**src/rtl/core/nblc_pkg.sv**
```systemverilog
// Package for the nucleotide bigram line counter: request/result types, codes, helpers.
package nblc_pkg;

    // Default sizes
    localparam int LINE_LEN_WIDTH_DEF = 16;
    localparam int COUNT_WIDTH_DEF    = 32;
    localparam int SQ_SUM_WIDTH       = 48;

    // Request modes
    localparam logic [1:0] MODE_CHAR  = 2'd0;
    localparam logic [1:0] MODE_EOL   = 2'd1;
    localparam logic [1:0] MODE_READ  = 2'd2;
    localparam logic [1:0] MODE_CLEAR = 2'd3;

    // Counter index map
    localparam logic [4:0] IDX_PAIR_FIRST  = 5'd4;
    localparam logic [4:0] IDX_PAIR_LAST   = 5'd19;
    localparam logic [4:0] IDX_BASES       = 5'd20;
    localparam logic [4:0] IDX_LINES       = 5'd21;
    localparam logic [4:0] IDX_SQUARES     = 5'd22;

    // Base codes
    localparam logic [1:0] BASE_A = 2'd0;
    localparam logic [1:0] BASE_C = 2'd1;
    localparam logic [1:0] BASE_T = 2'd2;
    localparam logic [1:0] BASE_G = 2'd3;

    // Character bytes
    localparam logic [7:0] CHAR_A    = 8'h41;
    localparam logic [7:0] CHAR_C    = 8'h43;
    localparam logic [7:0] CHAR_T    = 8'h54;
    localparam logic [7:0] CHAR_G    = 8'h47;
    localparam logic [7:0] CASE_FOLD = 8'h20;

    typedef struct packed {
        logic [1:0] mode;
        logic [7:0] text_byte;
        logic [4:0] counter_index;
    } in_req_t;

    typedef struct packed {
        logic        line_valid;
        logic [15:0] line_length;
        logic [47:0] counter_value;
    } out_res_t;

    // Commands from the top level to the line accumulator
    typedef struct packed {
        logic char_en;
        logic eol_en;
    } line_ctrl_t;

    typedef struct packed {
        logic       hit;
        logic [1:0] code;
    } base_dec_t;

    // Fold case and map a byte to a base code
    function automatic base_dec_t base_decode(input logic [7:0] ch);
        base_dec_t  d;
        logic [7:0] up;
        up = ch;
        if (ch >= (CHAR_A | CASE_FOLD) && ch <= 8'h7A) begin
            up = ch - CASE_FOLD;
        end
        d.hit  = 1'b1;
        d.code = BASE_A;
        case (up)
            CHAR_A:  d.code = BASE_A;
            CHAR_C:  d.code = BASE_C;
            CHAR_T:  d.code = BASE_T;
            CHAR_G:  d.code = BASE_G;
            default: d.hit  = 1'b0;
        endcase
        return d;
    endfunction

endpackage

```
**src/rtl/core/nblc_line_acc.sv**
```systemverilog
// Per-line accumulator: pending base and bigram counts, length, running square, clean flag.
module nblc_line_acc #(
    parameter int LINE_LEN_WIDTH = nblc_pkg::LINE_LEN_WIDTH_DEF
) (
    input  logic                          aclk,
    input  logic                          aresetn,
    input  nblc_pkg::line_ctrl_t          ctrl,
    input  logic [7:0]                    text_byte,
    output logic [LINE_LEN_WIDTH-1:0]     line_len,
    output logic [2*LINE_LEN_WIDTH-1:0]   line_sq,
    output logic                          line_ok,
    output logic [LINE_LEN_WIDTH-1:0]     base_cnt [4],
    output logic [LINE_LEN_WIDTH-1:0]     pair_cnt [16]
);

    localparam int W  = LINE_LEN_WIDTH;
    localparam int SW = 2 * LINE_LEN_WIDTH;
    localparam logic [W-1:0] LEN_MAX = {W{1'b1}};

    logic [W-1:0]  len_reg, len_next;
    logic [SW-1:0] sq_reg, sq_next;
    logic [1:0]    held_reg, held_next;
    logic          clean_reg, clean_next;
    logic [W-1:0]  base_reg [4];
    logic [W-1:0]  base_next [4];
    logic [W-1:0]  pair_reg [16];
    logic [W-1:0]  pair_next [16];

    nblc_pkg::base_dec_t dec;
    logic [3:0]          pair_idx;
    logic                take;

    assign dec      = nblc_pkg::base_decode(text_byte);
    assign pair_idx = {held_reg, dec.code};
    // Bytes beyond the saturated length are dropped
    assign take     = ctrl.char_en && (len_reg != LEN_MAX);

    // Next-state for the line in progress
    always_comb begin
        len_next   = len_reg;
        sq_next    = sq_reg;
        held_next  = held_reg;
        clean_next = clean_reg;
        for (int i = 0; i < 4; i++) begin
            base_next[i] = base_reg[i];
        end
        for (int i = 0; i < 16; i++) begin
            pair_next[i] = pair_reg[i];
        end
        if (ctrl.eol_en) begin
            len_next   = '0;
            sq_next    = '0;
            held_next  = nblc_pkg::BASE_A;
            clean_next = 1'b1;
            for (int i = 0; i < 4; i++) begin
                base_next[i] = '0;
            end
            for (int i = 0; i < 16; i++) begin
                pair_next[i] = '0;
            end
        end else if (take) begin
            len_next = len_reg + 1'b1;
            // (n+1)^2 = n^2 + 2n + 1
            sq_next  = sq_reg + SW'({len_reg, 1'b1});
            if (!dec.hit) begin
                clean_next = 1'b0;
            end else begin
                if (base_reg[dec.code] != LEN_MAX) begin
                    base_next[dec.code] = base_reg[dec.code] + 1'b1;
                end
                if (!len_reg[0]) begin
                    held_next = dec.code;
                end else if (pair_reg[pair_idx] != LEN_MAX) begin
                    pair_next[pair_idx] = pair_reg[pair_idx] + 1'b1;
                end
            end
        end
    end

    // State registers
    always_ff @(posedge aclk) begin
        if (!aresetn) begin
            len_reg   <= '0;
            sq_reg    <= '0;
            held_reg  <= nblc_pkg::BASE_A;
            clean_reg <= 1'b1;
            for (int i = 0; i < 4; i++) begin
                base_reg[i] <= '0;
            end
            for (int i = 0; i < 16; i++) begin
                pair_reg[i] <= '0;
            end
        end else begin
            len_reg   <= len_next;
            sq_reg    <= sq_next;
            held_reg  <= held_next;
            clean_reg <= clean_next;
            for (int i = 0; i < 4; i++) begin
                base_reg[i] <= base_next[i];
            end
            for (int i = 0; i < 16; i++) begin
                pair_reg[i] <= pair_next[i];
            end
        end
    end

    // Line acceptance: clean, non-empty, even, not saturated
    assign line_ok  = clean_reg && (len_reg != '0) && !len_reg[0] && (len_reg != LEN_MAX);
    assign line_len = len_reg;
    assign line_sq  = sq_reg;
    assign base_cnt = base_reg;
    assign pair_cnt = pair_reg;

endmodule

```
**src/rtl/core/nucleotide_bigram_line_counter.sv**
```systemverilog
// Top level of the nucleotide bigram line counter: handshake, totals, readback.
//
// Takes one request per cycle when results are drained. Characters and clears
// keep flowing while a result waits on m_ready; an end of line or a read waits
// in the input register until the result register is free or being emptied
// in the same cycle. Character, end-of-line commit, counter read and clear are
// each finished as the request leaves the input register; for requests that
// return a result (end of line, read), the result register is loaded at that
// point and drives m_valid. The line-end commit adds all twenty pending base and
// bigram counts into their saturating totals in parallel;
// the squared line length is kept as a running sum per character, so no
// multiplier sits in the commit path. Characters and clears return nothing.
// Totals need no clearing pass after reset.
module nucleotide_bigram_line_counter #(
    parameter int LINE_LEN_WIDTH = nblc_pkg::LINE_LEN_WIDTH_DEF,
    parameter int COUNT_WIDTH    = nblc_pkg::COUNT_WIDTH_DEF
) (
    input  logic               aclk,
    input  logic               aresetn,
    input  logic               s_valid,
    output logic               s_ready,
    input  nblc_pkg::in_req_t  s_req,
    output logic               m_valid,
    input  logic               m_ready,
    output nblc_pkg::out_res_t m_res
);

    localparam int W    = LINE_LEN_WIDTH;
    localparam int C    = COUNT_WIDTH;
    localparam int SW   = 2 * LINE_LEN_WIDTH;
    localparam int QW   = nblc_pkg::SQ_SUM_WIDTH;
    localparam int CSUM = ((W > C) ? W : C) + 1;
    localparam int QSUM = ((SW > QW) ? SW : QW) + 1;
    localparam logic [C-1:0]    CNT_MAX  = {C{1'b1}};
    localparam logic [QW-1:0]   SQ_MAX   = {QW{1'b1}};
    localparam logic [CSUM-1:0] CNT_MAXX = CSUM'(CNT_MAX);
    localparam logic [QSUM-1:0] SQ_MAXX  = QSUM'(SQ_MAX);

    // Input register
    logic              in_valid_reg;
    nblc_pkg::in_req_t in_req_reg;
    // Result register
    logic               out_valid_reg, out_valid_next;
    nblc_pkg::out_res_t out_res_reg, out_res_next;

    // Totals
    logic [C-1:0]  base_tot_reg [4];
    logic [C-1:0]  base_tot_next [4];
    logic [C-1:0]  pair_tot_reg [16];
    logic [C-1:0]  pair_tot_next [16];
    logic [C-1:0]  bases_reg, bases_next;
    logic [C-1:0]  lines_reg, lines_next;
    logic [QW-1:0] sq_sum_reg, sq_sum_next;

    logic                 produces;
    logic                 advance;
    nblc_pkg::line_ctrl_t line_ctrl;

    logic [W-1:0]  line_len;
    logic [SW-1:0] line_sq;
    logic          line_ok;
    logic [W-1:0]  base_cnt [4];
    logic [W-1:0]  pair_cnt [16];

    logic [CSUM-1:0] csum_base [4];
    logic [CSUM-1:0] csum_pair [16];
    logic [CSUM-1:0] csum_bases;
    logic [CSUM-1:0] csum_lines;
    logic [QSUM-1:0] qsum;
    logic [C-1:0]    read_cnt;
    logic [QW-1:0]   read_val;
    logic [3:0]      read_pair;

    // Handshake: stage moves when its result slot is free, being emptied or not needed
    assign produces = (in_req_reg.mode == nblc_pkg::MODE_EOL) ||
                      (in_req_reg.mode == nblc_pkg::MODE_READ);
    assign advance  = in_valid_reg && (!produces || !out_valid_reg || m_ready);
    assign s_ready  = !in_valid_reg || advance;
    assign m_valid  = out_valid_reg;
    assign m_res    = out_res_reg;

    assign line_ctrl.char_en = advance && (in_req_reg.mode == nblc_pkg::MODE_CHAR);
    assign line_ctrl.eol_en  = advance && (in_req_reg.mode == nblc_pkg::MODE_EOL);

    nblc_line_acc #(
        .LINE_LEN_WIDTH(LINE_LEN_WIDTH)
    ) u_line (
        .aclk      (aclk),
        .aresetn   (aresetn),
        .ctrl      (line_ctrl),
        .text_byte (in_req_reg.text_byte),
        .line_len  (line_len),
        .line_sq   (line_sq),
        .line_ok   (line_ok),
        .base_cnt  (base_cnt),
        .pair_cnt  (pair_cnt)
    );

    // Widened sums for a saturating line commit
    always_comb begin
        for (int i = 0; i < 4; i++) begin
            csum_base[i] = CSUM'(base_tot_reg[i]) + CSUM'(base_cnt[i]);
        end
        for (int i = 0; i < 16; i++) begin
            csum_pair[i] = CSUM'(pair_tot_reg[i]) + CSUM'(pair_cnt[i]);
        end
        csum_bases = CSUM'(bases_reg) + CSUM'(line_len);
        csum_lines = CSUM'(lines_reg) + CSUM'(1'b1);
        qsum       = QSUM'(sq_sum_reg) + QSUM'(line_sq);
    end

    // Totals next-state
    always_comb begin
        base_tot_next = base_tot_reg;
        pair_tot_next = pair_tot_reg;
        bases_next    = bases_reg;
        lines_next    = lines_reg;
        sq_sum_next   = sq_sum_reg;
        if (advance && in_req_reg.mode == nblc_pkg::MODE_CLEAR) begin
            for (int i = 0; i < 4; i++) begin
                base_tot_next[i] = '0;
            end
            for (int i = 0; i < 16; i++) begin
                pair_tot_next[i] = '0;
            end
            bases_next  = '0;
            lines_next  = '0;
            sq_sum_next = '0;
        end else if (line_ctrl.eol_en && line_ok) begin
            for (int i = 0; i < 4; i++) begin
                base_tot_next[i] = (csum_base[i] > CNT_MAXX) ? CNT_MAX : C'(csum_base[i]);
            end
            for (int i = 0; i < 16; i++) begin
                pair_tot_next[i] = (csum_pair[i] > CNT_MAXX) ? CNT_MAX : C'(csum_pair[i]);
            end
            bases_next  = (csum_bases > CNT_MAXX) ? CNT_MAX : C'(csum_bases);
            lines_next  = (csum_lines > CNT_MAXX) ? CNT_MAX : C'(csum_lines);
            sq_sum_next = (qsum > SQ_MAXX) ? SQ_MAX : QW'(qsum);
        end
    end

    // Counter readback select
    assign read_pair = 4'(in_req_reg.counter_index - nblc_pkg::IDX_PAIR_FIRST);
    always_comb begin
        read_cnt = '0;
        read_val = '0;
        if (in_req_reg.counter_index < nblc_pkg::IDX_PAIR_FIRST) begin
            read_cnt = base_tot_reg[in_req_reg.counter_index[1:0]];
            read_val = QW'(read_cnt);
        end else if (in_req_reg.counter_index <= nblc_pkg::IDX_PAIR_LAST) begin
            read_cnt = pair_tot_reg[read_pair];
            read_val = QW'(read_cnt);
        end else if (in_req_reg.counter_index == nblc_pkg::IDX_BASES) begin
            read_cnt = bases_reg;
            read_val = QW'(read_cnt);
        end else if (in_req_reg.counter_index == nblc_pkg::IDX_LINES) begin
            read_cnt = lines_reg;
            read_val = QW'(read_cnt);
        end else if (in_req_reg.counter_index == nblc_pkg::IDX_SQUARES) begin
            read_val = sq_sum_reg;
        end
    end

    // Result formation
    always_comb begin
        out_res_next = out_res_reg;
        unique case (in_req_reg.mode)
            nblc_pkg::MODE_EOL: begin
                out_res_next.line_valid    = line_ok;
                out_res_next.line_length   = 16'(line_len);
                out_res_next.counter_value = '0;
            end
            nblc_pkg::MODE_READ: begin
                out_res_next.line_valid    = 1'b0;
                out_res_next.line_length   = '0;
                out_res_next.counter_value = read_val;
            end
            default: begin
                out_res_next = out_res_reg;
            end
        endcase
        if (advance && produces) begin
            out_valid_next = 1'b1;
        end else if (m_ready) begin
            out_valid_next = 1'b0;
        end else begin
            out_valid_next = out_valid_reg;
        end
    end

    // Control registers
    always_ff @(posedge aclk) begin
        if (!aresetn) begin
            in_valid_reg  <= 1'b0;
            out_valid_reg <= 1'b0;
        end else begin
            if (s_ready) begin
                in_valid_reg <= s_valid;
            end
            out_valid_reg <= out_valid_next;
        end
    end

    // Payload registers
    always_ff @(posedge aclk) begin
        if (s_ready && s_valid) begin
            in_req_reg <= s_req;
        end
        if (advance && produces) begin
            out_res_reg <= out_res_next;
        end
    end

    // Totals registers
    always_ff @(posedge aclk) begin
        if (!aresetn) begin
            for (int i = 0; i < 4; i++) begin
                base_tot_reg[i] <= '0;
            end
            for (int i = 0; i < 16; i++) begin
                pair_tot_reg[i] <= '0;
            end
            bases_reg  <= '0;
            lines_reg  <= '0;
            sq_sum_reg <= '0;
        end else begin
            base_tot_reg <= base_tot_next;
            pair_tot_reg <= pair_tot_next;
            bases_reg    <= bases_next;
            lines_reg    <= lines_next;
            sq_sum_reg   <= sq_sum_next;
        end
    end

endmodule

```
**config.mk**
```make
export PLATFORM = sky130hd
export DESIGN_NAME = nucleotide_bigram_line_counter
export DESIGN_NICKNAME = d
export VERILOG_FILES = /design/src/rtl/core/nblc_pkg.sv /design/src/rtl/core/nblc_line_acc.sv /design/src/rtl/core/nucleotide_bigram_line_counter.sv
export SDC_FILE = /design/constraint.sdc
export NUM_CORES = 2
export LEC_CHECK = 0
export BUFFER_PORTS_ARGS = -buffer_cell sky130_fd_sc_hd__buf_2
export CAP_MARGIN = 10
export CORE_ASPECT_RATIO = 1.2
export CORE_MARGIN = 3
export CORE_UTILIZATION = 42
export CTS_BUF_LIST = sky130_fd_sc_hd__clkbuf_2
export DETAILED_ROUTE_END_ITERATION = 12
export PLACE_DENSITY = 0.61
export REMOVE_ABC_BUFFERS = 1
export SLEW_MARGIN = 10
export SYNTH_ARGS = -nofsm -noshare
export SYNTH_HDL_FRONTEND = slang
export SYNTH_SLANG_ARGS = --single-unit
```
**constraint.sdc**
```tcl
create_clock -name aclk -period 5.8 [get_ports aclk]
set_clock_uncertainty 0.05 [all_clocks]
set_input_delay 0.29 -clock aclk [delete_from_list [all_inputs] [get_ports aclk]]
set_output_delay 0.29 -clock aclk [all_outputs]
set_load 0.03 [all_outputs]
```
======== Word level (Yosys, flattened, before mapping) ========
Index checks and enable logic that the tools add are counted.
storage, ports and cells
  bits in writable memories ............... 0
  bits of input ports ..................... 19
  output and inout bits ................... 67
  latch bits .............................. 0
  register bits after elaboration ......... 1205
  logic and storage cells ................. 223
  memories kept ........................... 0
  bits in read-only memories .............. 0
operators by class
  multipliers ............................. 0
  multiplexer cells ....................... 52
  divide/modulo/power cells ............... 0
  add/subtract/negate cells ............... 29
  reductions and logical operators ........ 34
  $lt $le $gt $ge ......................... 33
  equality and inequality tests ........... 13
  shift-type cells ........................ 0
  bitwise gates (word level) .............. 7
operators with widths
  operator                 count
  $mux W32                 26
  $gt A33 B32 Y1 const B   22
  $add A32 B16 Y33         21
  $mux W48                 6
  $bwmux W256              1
  $pmux W65 S2             1
  $bmux W32 S4             1
  $mux W16                 6
  $bmux W16 S4             1
  $bmux W32 S2             1
  $bwmux W64               1
  $demux W16 S4            1
  $add A48 B32 Y49         1
  $gt A49 B48 Y1 const B   1
  $add A16 B1 Y16 const B  3
  $ne A16 B16 Y1 const B   3
  $add A32 B1 Y33 const B  1
  $add A32 B17 Y32         1
  $bmux W16 S2             1
  $demux W16 S2            1
  $eq A8 B7 Y1 const B     4
  $reduce_bool A16 Y1      1
  $eq A5 B5 Y1 const B     3
  $logic_and A1 B1 Y1      14
  other kinds (27)         46

======== Logic depth before layout (Yosys ltp) ========
  word-level depth ........................ 11
  mapped depth ............................ 19
  depth with buffers taken out ............ 14

======== Cells and area by module ========
Synthesis repeated with hierarchy kept, for this count alone.
second synthesis, totals
  cells, all modules ...................... 8368
  area, all modules ....................... 72525.8 um2
modules (own cells, without submodules)
  module                          cells each  times used  seq. area each (um2)  area an instance (um2)
  nucleotide_bigram_line_counter  6317        1           17496.8               55229.2
  nblc_line_acc                   2051        1           7427.1                17296.6

======== Worst setup path before layout ========
No wires, ideal clock.
  path kind ............................... reg-to-reg
  from .................................... register in_req_reg[10] (netlist bit)
  to ...................................... register u_line.pair_reg, in the netlist u_line.pair_cnt[39]
  data arrival time ....................... 4.043 ns
  data required time ...................... 5.622 ns
  clock period less this slack ............ 4.220 ns
  stages on the path, launching flop included .. 18
  slack ................................... 1.580 ns
  library setup time ...................... 0.128 ns
  path buffers ............................ 4
  cell sequence ........................... edfxtp_1 -> inv_1 -> ha_1 -> o21a_1 -> nor2_1 -> clkbuf_1 -> clkbuf_1 -> a211oi_1 -> nor3_1 -> inv_1 -> ha_1 -> nand2b_1 -> nor4_4 -> buf_4 -> a21oi_4 -> buf_6 -> mux2i_1 -> nor2_1
between the ends
  cells in the longest elaborated chain, start to end .. 11
  elaborated cells on any way between the ends .. 25
  classes of those cells .................. add/sub: 2; order compare: 4; eq/ne: 5; mux: 9; bitwise: 1; reduce/logical: 4
ends and longest elaborated chain
  what                                                                          RTL line                                  source
  from (decl)                                                                   nucleotide_bigram_line_counter.sv:41      nblc_pkg::in_req_t in_req_reg;
  from (signal assigned)                                                        nucleotide_bigram_line_counter.sv:207     in_req_reg <= s_req;
  $ge A8 B7 Y1 / $le A8 B7 Y1 (equally long branches)                           nblc_pkg.sv:63                            if (ch >= (CHAR_A | CASE_FOLD) && ch <= 8'h7A) begin
  $logic_and A1 B1 Y1                                                           nblc_pkg.sv:63
  $mux W8 *                                                                     nblc_pkg.sv:63
  $eq A8 B7 Y1                                                                  nblc_pkg.sv:68                            case (up)
  $pmux W2 S3                                                                   nblc_pkg.sv:68
  $not A4 Y5 (not written as such)                                              nblc_line_acc.sv:73, nblc_line_acc.sv:74
  $bmux W16 S4 (tied with other cells)                                          nblc_line_acc.sv:73, nblc_line_acc.sv:74
  $mux W16 (not written as such) / $logic_and A1 B1 Y1 (equally long branches)  nblc_line_acc.sv:73, nblc_line_acc.sv:74
  $mux W16, on equally long branches                                            nblc_line_acc.sv:73, nblc_line_acc.sv:74
  $add A16 B1 Y16 (tied with other cells)                                       nblc_line_acc.sv:74                       pair_next[pair_idx] = pair_reg[pair_idx] + 1'b1;
  $bwmux W256 / $reduce_and A4 Y1 (equally long branches)                       n/a
  to (signal, indexed assignment)                                               nblc_line_acc.sv:102                      pair_reg[i] <= pair_next[i];
  to (decl)                                                                     nblc_line_acc.sv:26                       logic [W-1:0] pair_reg [16];
Mark *: on every way between the ends. The rest lies on a longest branch, timed or not. The select of a mux whose other input is x is not followed.
A chain may end at the register's enable or synchronous reset.

======== Worst setup path after layout ========
  from .................................... register in_req_reg[8] (netlist bit)
  to ...................................... register u_line.pair_reg, in the netlist u_line.pair_cnt[42]
Same word-level chain as after synthesis.

==> flow_summary.toml <==
[power_and_ir_drop]
leakagePower_nw = 30.5
ir_worst_vdd_v = 0.000166
power_density_nw_per_um2 = 194

[grt]
grt_pass1_vias = 65112
grt_usage = 0.283
antenna_found_initial = 12
grt_first_pass_wirelength_um = 390000
overflow = 0
grt_max_degree = 153

[die]
die-area_um2 = 176000
die_w_um = 384
num_rows = 165
dieHeight_um = 460
floorplan.initialDensity = 0.425
fp.coreArea_um2 = 169000
ios = 86

[place]
dp_hpwl_um = 190000
place_congestion = 0.963
numPlacedInstances = 10248
dp_slack_ns = 0.811
io_buffers = 85

[logic_synthesis]
synth-seq-area-share = 0.346
ys_seq_elements = 1205
synth.top_cell.area_share = 0.313
syn-instance-count = 8232
syn-mean-instance-area_um2 = 8.75
async_flop_share = 0
yosysWarningCount = 0
netlist_area_um2 = 72000
synth_cell_types = 89
yosys.area.top_type = "dfxtp_1"
ys_top_cells_by_area = "dfxtp_1 (31%), ha_1 (6.9%), mux4_2 (6.0%), a21oi_1 (5.2%), o21ai_0 (4.0%)"
synth_edf_count = 80
synth-main-ff-cell = "dfxtp_1"

[routing]
dr.pass1.iters = 6
vias = 68374
drtIter0Drc = 6440
routed_wl_um = 260000
drcViolationCount = 0
wl_per_cell_um = 23.9
vias_per_cell = 6.29
ant_nets = 0

[timing]
post-route-period-util = 0.890
period_minus_slack_ns = 5.16
fin_ws_ns = 0.636
tightest_slew_ns = 1.31
rsz0062_at_grt = "no"
fmax_ghz = 0.194
maxSlewHeadroom = 0.128
setup_viol_count_final = 0
tns_ns = 0
finalHoldViolCount = 0
drv_slew = 0

[hold_path]
hp-class = "primary input to flip-flop"

[critical_path]
critPathKind = "flip-flop to flip-flop"
cpPeakStageDelay_ns = 0.69
cp_cell_sequence = "nand4bb_2, buf_12, nor3_1, o31ai_1, a31o_2, a211oi_1, o21bai_1, nor4_4, buf_4, a21oi_4, nand2_1, o22ai_1"
slowest_stage = "nor3_1"
setup.worst_path.start_class = "flip-flop"
worst_ep_arrival_time_ns = 6.86
r2r_setup_slack_ns = 0.64
crit_fanout = 36
end_kind = "flip-flop"
cp.required_ns = 7.50

[clock_network]
clk_pin_slew_ns = 0.11
cts_sinks = 1205
cts-root-buf = "clkbuf_2"
cts_tree = "yes"
clock_path_buffers = 4
clk_latency_ns = 1.88
numCtsBuffers = 339
htree_levels = 5

[cells_and_area]
nets = 8835
final_cell_mix = "dfxtp_1 (1125), a21oi_1 (748), nor2_1 (744)"
largest_reg_flops = 512
seqCellArea_um2 = 24900
final_common_cell = "dfxtp_1"
drive_gt1_frac = 0.127
fill_cells = 16472
multiInputGateArea_um2 = 44500
fin_cells = 10877
area_growth_pct = 8.80

[flow_run]
maxCapViolCount = 0

[run_status]
status = "finished clean"
## report_power, final
group	switching [W]	internal (W)	total, W
clock	0.00386	0.00227	0.00612
combinational	0.000479	0.000206	0.000686
sequential	0.0000309	0.00838	0.00841
## worst paths after layout
| path | startpoint | endpoint | cells after the start |
|---|---|---|---|
| worst max-delay path | in_req_reg[8] | u_line.pair_cnt[42] | 12 |
| worst max register to register | in_req_reg[8] | u_line.pair_cnt[42] | 12 |
| worst min-delay path | s_req[2] | in_req_reg[2] | 4 |
| worst min register to register | pair_tot_reg[312] | pair_tot_reg[313] | 2 |
## worst max-delay path, delay by kind of cell, from the launching register on
| family | cells | cell delay, ns |
|---|---|---|
| buffers and inverters | 2 | 0.59 |
| DFF | 1 | 0.55 |
| AOI/OAI and AO/OA | 6 | 2.29 |
| and+or+nand+nor | 4 | 1.53 |
## layer usage
| metal | part of all wire | global-route usage | wire, um | vias up |
|---|---|---|---|---|
| met5 | 0.00023 | 0 | 60 | - |
| met2 | 0.47 | 0.464 | 121000 | 2985 |
| met3 | 0.076 | 0.0534 | 19800 | 730 |
| met4 | 0.056 | 0.153 | 14500 | 10 |
| li1 | - | - | - | 31555 |
| met1 | 0.40 | 0.351 | 104000 | 33094 |
## cell usage after synthesis, drive strengths merged, types with 14 or more instances
cell / instances
a211oi: 93
a21o: 115
a21oi: 764
a22oi: 35
a311oi: 117
a31oi: 283
a41oi: 23
and2: 87
and3: 176
and4: 42
buf: 98
clkbuf: 391
dfxtp: 1125
edfxtp: 80
fa: 23
ha: 397
inv: 195
mux2i: 216
mux4: 192
nand2: 496
nand2b: 53
nand3: 219
nand4: 79
nor2: 746
nor2b: 56
nor3: 255
nor3b: 14
nor4: 33
o2111ai: 14
o211a: 52
o211ai: 40
o21a: 57
o21ai: 594
o21bai: 79
o221a: 43
o221ai: 50
o22ai: 150
o31ai: 32
or2: 34
or3: 113
xnor2: 196
xor2: 183
## logic make-up (layout without fill, tap and decap cells)
logic type,count (synthesis),in the layout,synth area share
and+or+nand+nor,2449,2449,0.165
AOI/OAI and AO/OA,2686,2686,0.238
adders and majority gates,420,420,0.0754
DFF,1205,1205,0.346
other,0,8,0
buffers and inverters,684,1067,0.0382
xor gates and xnor gates,379,379,0.0462
muxes,409,409,0.0903
## stage by stage
stage / total power, W / util / hold slack [ns] / instance area [um2]
after CTS: 0.0154 / 0.462 / 0.0103 / 78300
after global placement: 0.00924 / 0.442 / 0.400 / 74900
after detailed placement: 0.00924 / 0.442 / 0.402 / 74900
final: 0.0152 / 0.462 / 0.177 / 78300
after floorplan: 0.00900 / - / 0.339 / 70000
after global routing: 0.0158 / 0.462 / 0.110 / 78300
## layout make-up
type                       instances  share of cell area
multi-input combinational       6343               0.568
sequential                      1205               0.318
tap                             2254              0.0360
timing repair buffer             312              0.0328
clock buffer                     476              0.0304
inverter                         195             0.00934
clock inverter                    84             0.00492
antenna                            8            0.000256
## timing repair
| item | CTS | global route |
|---|---|---|
| gates resized for setup | 0 | 0 |
| hold buffers | 61 | 0 |
| setup buffers | 0 | 0 |
| endpoints found under the hold margin | 1220 | 0 |
| setup endpoints to repair | 0 | 0 |
(Power assumes the default switching activity.)
